File: src/rtl/plsa_pkg.sv
// Shared types and constants for the positional list shift array.
package plsa_pkg;

   // Index width that covers every supported capacity (up to 1024 entries).
   localparam int unsigned IDX_W = 11;
   localparam int unsigned DATA_W = 32;

   typedef enum logic [1:0] {
      ACT_INSERT = 2'd0,
      ACT_DELETE = 2'd1,
      ACT_READ   = 2'd2
   } action_type;

   typedef enum logic [1:0] {
      ST_OK    = 2'd0,
      ST_FULL  = 2'd1,
      ST_RANGE = 2'd2
   } status_type;

   typedef enum logic [1:0] {
      SH_HOLD   = 2'd0,
      SH_INSERT = 2'd1,
      SH_DELETE = 2'd2
   } shift_op_type;

   // Broadcast command that every cell of the row decodes against its index.
   typedef struct packed {
      shift_op_type      op;
      logic [IDX_W-1:0]  lo;     // insert or delete position
      logic [IDX_W-1:0]  hi;     // entry count before the operation
      logic [DATA_W-1:0] value;  // value to place on insert
   } shift_cmd_type;

endpackage

File: src/rtl/plsa_cell.sv
// One storage cell of the list row: holds one entry and shifts with its neighbors.
module plsa_cell #(
   parameter int unsigned INDEX = 0
) (
   input  logic                           clock,
   input  plsa_pkg::shift_cmd_type        cmd,
   input  logic [plsa_pkg::DATA_W-1:0]    below_data,
   input  logic [plsa_pkg::DATA_W-1:0]    above_data,
   output logic [plsa_pkg::DATA_W-1:0]    data
);
   import plsa_pkg::*;

   localparam logic [IDX_W-1:0] MY_IDX = IDX_W'(INDEX);
   localparam logic [IDX_W-1:0] MY_IDX_P1 = IDX_W'(INDEX + 1);

   logic [DATA_W-1:0] data_ff;
   logic [DATA_W-1:0] data_in;

   always_comb begin
      data_in = data_ff;
      unique case (cmd.op)
         SH_INSERT: begin
            // The cell at the insert point takes the new value, the cells
            // above it up to the old count take the entry below them.
            if (MY_IDX == cmd.lo) begin
               data_in = cmd.value;
            end else if (MY_IDX > cmd.lo && MY_IDX <= cmd.hi) begin
               data_in = below_data;
            end
         end
         SH_DELETE: begin
            if (MY_IDX >= cmd.lo && MY_IDX_P1 < cmd.hi) begin
               data_in = above_data;
            end
         end
         default: data_in = data_ff;
      endcase
   end

   always_ff @(posedge clock) begin
      data_ff <= data_in;
   end

   assign data = data_ff;

endmodule

File: config.mk
export PLATFORM = sky130hd
export DESIGN_NAME = plsa_cell
export DESIGN_NICKNAME = d
export VERILOG_FILES = /design/src/rtl/plsa_pkg.sv /design/src/rtl/plsa_cell.sv
export SDC_FILE = /design/constraint.sdc
export NUM_CORES = 1
export LEC_CHECK = 0
export BUFFER_PORTS_ARGS = -buffer_cell sky130_fd_sc_hd__buf_2
export CORE_ASPECT_RATIO = 1.25
export CORE_MARGIN = 1.5
export CORE_UTILIZATION = 37
export CTS_CLUSTER_DIAMETER = 80
export DETAILED_ROUTE_END_ITERATION = 10
export GPL_ROUTABILITY_DRIVEN = 0
export GPL_TIMING_DRIVEN = 0
export PLACE_DENSITY = 0.8
export SYNTH_ARGS = -nofsm -noshare
export SYNTH_HDL_FRONTEND = slang
export SYNTH_SLANG_ARGS = --single-unit
File: constraint.sdc
create_clock -name clock -period 6.35 [get_ports clock]
set_clock_uncertainty 0.05 [all_clocks]
set_input_delay 0 -clock clock [delete_from_list [all_inputs] [get_ports clock]]
set_output_delay 0 -clock clock [all_outputs]
set_load 0.02 [all_outputs]
==> summary.txt <==
area of the core: 4360 µm²
arrival time worst endpoint: 2.11 ns
Fmax: 0.468 GHz
Post-Route WL: 6100 µm
vias: 1933
DP HPWL: 4050 µm
Peak VDD IR: 0.0812 mV
Worst-path clk slew: 0.07 ns
worst min path class: input pin to register
vias per cell: 4.92
Netlist cell types: 19
register area share after synthesis: 0.576
routed wl met2: 3330 µm
I/O Buffers: 151
Die Y: 78.1 µm
Tcrit/Tclk final: 0.337
initial antenna violation count: 0
most common library cell in the layout ignoring fill and taps: buf_2
Syn Area/Cell: 14.0 µm²
compound-cell area share of the yosys netlist: 0.204
final hold violations: 0
number of remaining DRC errors: 0
CTS sink cnt: 32
first-pass GRT wire length: 9000 µm
Clock H-tree levels: 2
Yosys warning total: 0
Setup crit start kind: input pin
net count after synthesis: 240
most frequent cells in the layout: buf_2 (154), dlygate4sd3_1 (55), and2_1 (32), edfxtp_1 (32), a221o_1 (30)
Post-CTS Setup Bufs: 0
gr ovfl total: 0
post-synthesis xor/xnor area fraction: 0.00525
Fill cells: 296
number of global-route vias before repair: 1932
drt first pass iters: 4
I/O pin cnt: 153
Avg WL per Cell: 15.5 µm
mux cell area share after synthesis: 0
GRT Overall Usage: 0.238
worst-path fanout max: 10
DRT iter0 DRCs: 66
post-synthesis adder-cell area fraction: 0
FF+latch count, synth: 32
CP endpoint kind: register
Initial Util: 0.383
Pleak: 1.45 nW
Setup violations, final: 0
post-route ant nets: 0
Max Cap Viol: 0
Max clock buf depth: 2
crit path kind: input pin to register
final design utilization: 0.728
max FFs per register: 32
die area: 4930 µm²
CTS tree: done
Layout area overhead: 90.0%
Max Used Layer: met4
Max-slew headroom: 0.624
Simple-Gate Fraction of Synth Area: 0.179
RSZ-0062 raised after global routing: false
Hold-fix buffers, CTS: 54
CP Capture Point: data[28]
CTS buffer count: 5
Root Driver: clkbuf_8
Ant. Diodes: 0
met3 wire length: 415 µm
share of layout cells above drive strength 1: 0.516
PwrDens: 154 nW/µm²
cts repair resizes: 0
largest net degree at the start of global routing: 17
Worst Max-Slew Pin Slew: 0.562 ns
outcome: completed
FP Rows: 27
Final Slew Violations: 0
largest family of logic cells by synthesized area: compound AO/OA/AOI/OAI gates
final net count: 455
Worst Setup SP: cmd[50]
wl on met1: 2210 µm
DIE WIDTH: 63.1 µm
Final min period: 2.14 ns
cells after synthesis: 119
post-route setup TNS: 0 ns
synthesized area: 1670 µm²
Required @ worst endpoint: 6.32 ns
[where the power goes]
part	leakage, nW	switching, W	internal (W)
clock network	0.0453	0.0000725	0.0000743
registers	0.280	0.0000000189	0.000234
logic	1.12	0.0000343	0.0000741
total	1.45	0.000107	0.000383
[layer usage]
layer / up-vias / GRT usage
li1: 926 / -
met2: 106 / 0.463
met1: 889 / 0.245
met5: - / 0
met4: 0 / 0.104
met3: 12 / 0.0415
[final cells by class]
class,instances,area (µm²),share of cell area
Tap cell,58,72.6,0.0229
Multi-Input combinational cell,78,663,0.209
Clock buffer,5,68.8,0.0217
Buffer,9,60.1,0.0189
Sequential cell,32,961,0.303
Clock inverter,3,13.8,0.00434
Timing Repair Buffer,208,1330,0.420
[stage by stage]
step	hold WS (ns)	setup slack [ns]	std cells	area, µm²	total power, W
final	0.00814	4.21	393	3170	0.000489
after global routing	0.00556	4.20	393	3170	0.000508
after CTS	0.000462	4.25	392	3160	0.000488
after detailed placement	0.254	4.39	330	2540	0.000311
after global placement	0.253	0.742	328	2500	0.000309
after floorplan	0.164	1.95	119	1670	0.000269
[logic make-up (layout without fill, tap and decap cells)]
| group | after synthesis | count (layout) |
|---|---|---|
| xor+xnor | 1 | 1 |
| buf+inv | 9 | 225 |
| flops | 32 | 32 |
| simple gates | 44 | 44 |
| compound gates | 33 | 33 |
[critical path, cell delays in order]
cell           delay (ns)
buf_2                0.09
or4_4                0.56
o31a_4               0.42
buf_6                0.16
a221o_1              0.30
dlygate4sd3_1        0.58
[worst min path at each step]
stage	start	to	cells after the start
6_report	below_data[4]	data[4]	2
5_1_grt	below_data[4]	data[4]	2
4_1_cts	below_data[4]	data[4]	2
3_5_place_dp	below_data[26]	data[26]	2
3_3_place_gp	cmd[13]	data[13]	2
2_1_floorplan	below_data[10]	data[10]	1
[synth_stat cells]
cell type,number,area share
a221o_1,30,0.18
a221o_2,2,0.013
and2_1,32,0.12
buf_2,3,0.0090
buf_6,3,0.020
clkbuf_1,3,0.0067
edfxtp_1,32,0.58
nand2b_1,1,0.0038
nand3_1,1,0.0030
nor2_1,1,0.0022
nor2b_1,1,0.0038
nor3_1,1,0.0030
nor4_1,2,0.0075
nor4_4,1,0.013
nor4bb_1,1,0.0060
o31a_4,1,0.010
or3_1,1,0.0038
or4_4,2,0.013
xnor2_1,1,0.0052
Note: power is estimated with default switching activity, not from simulation.
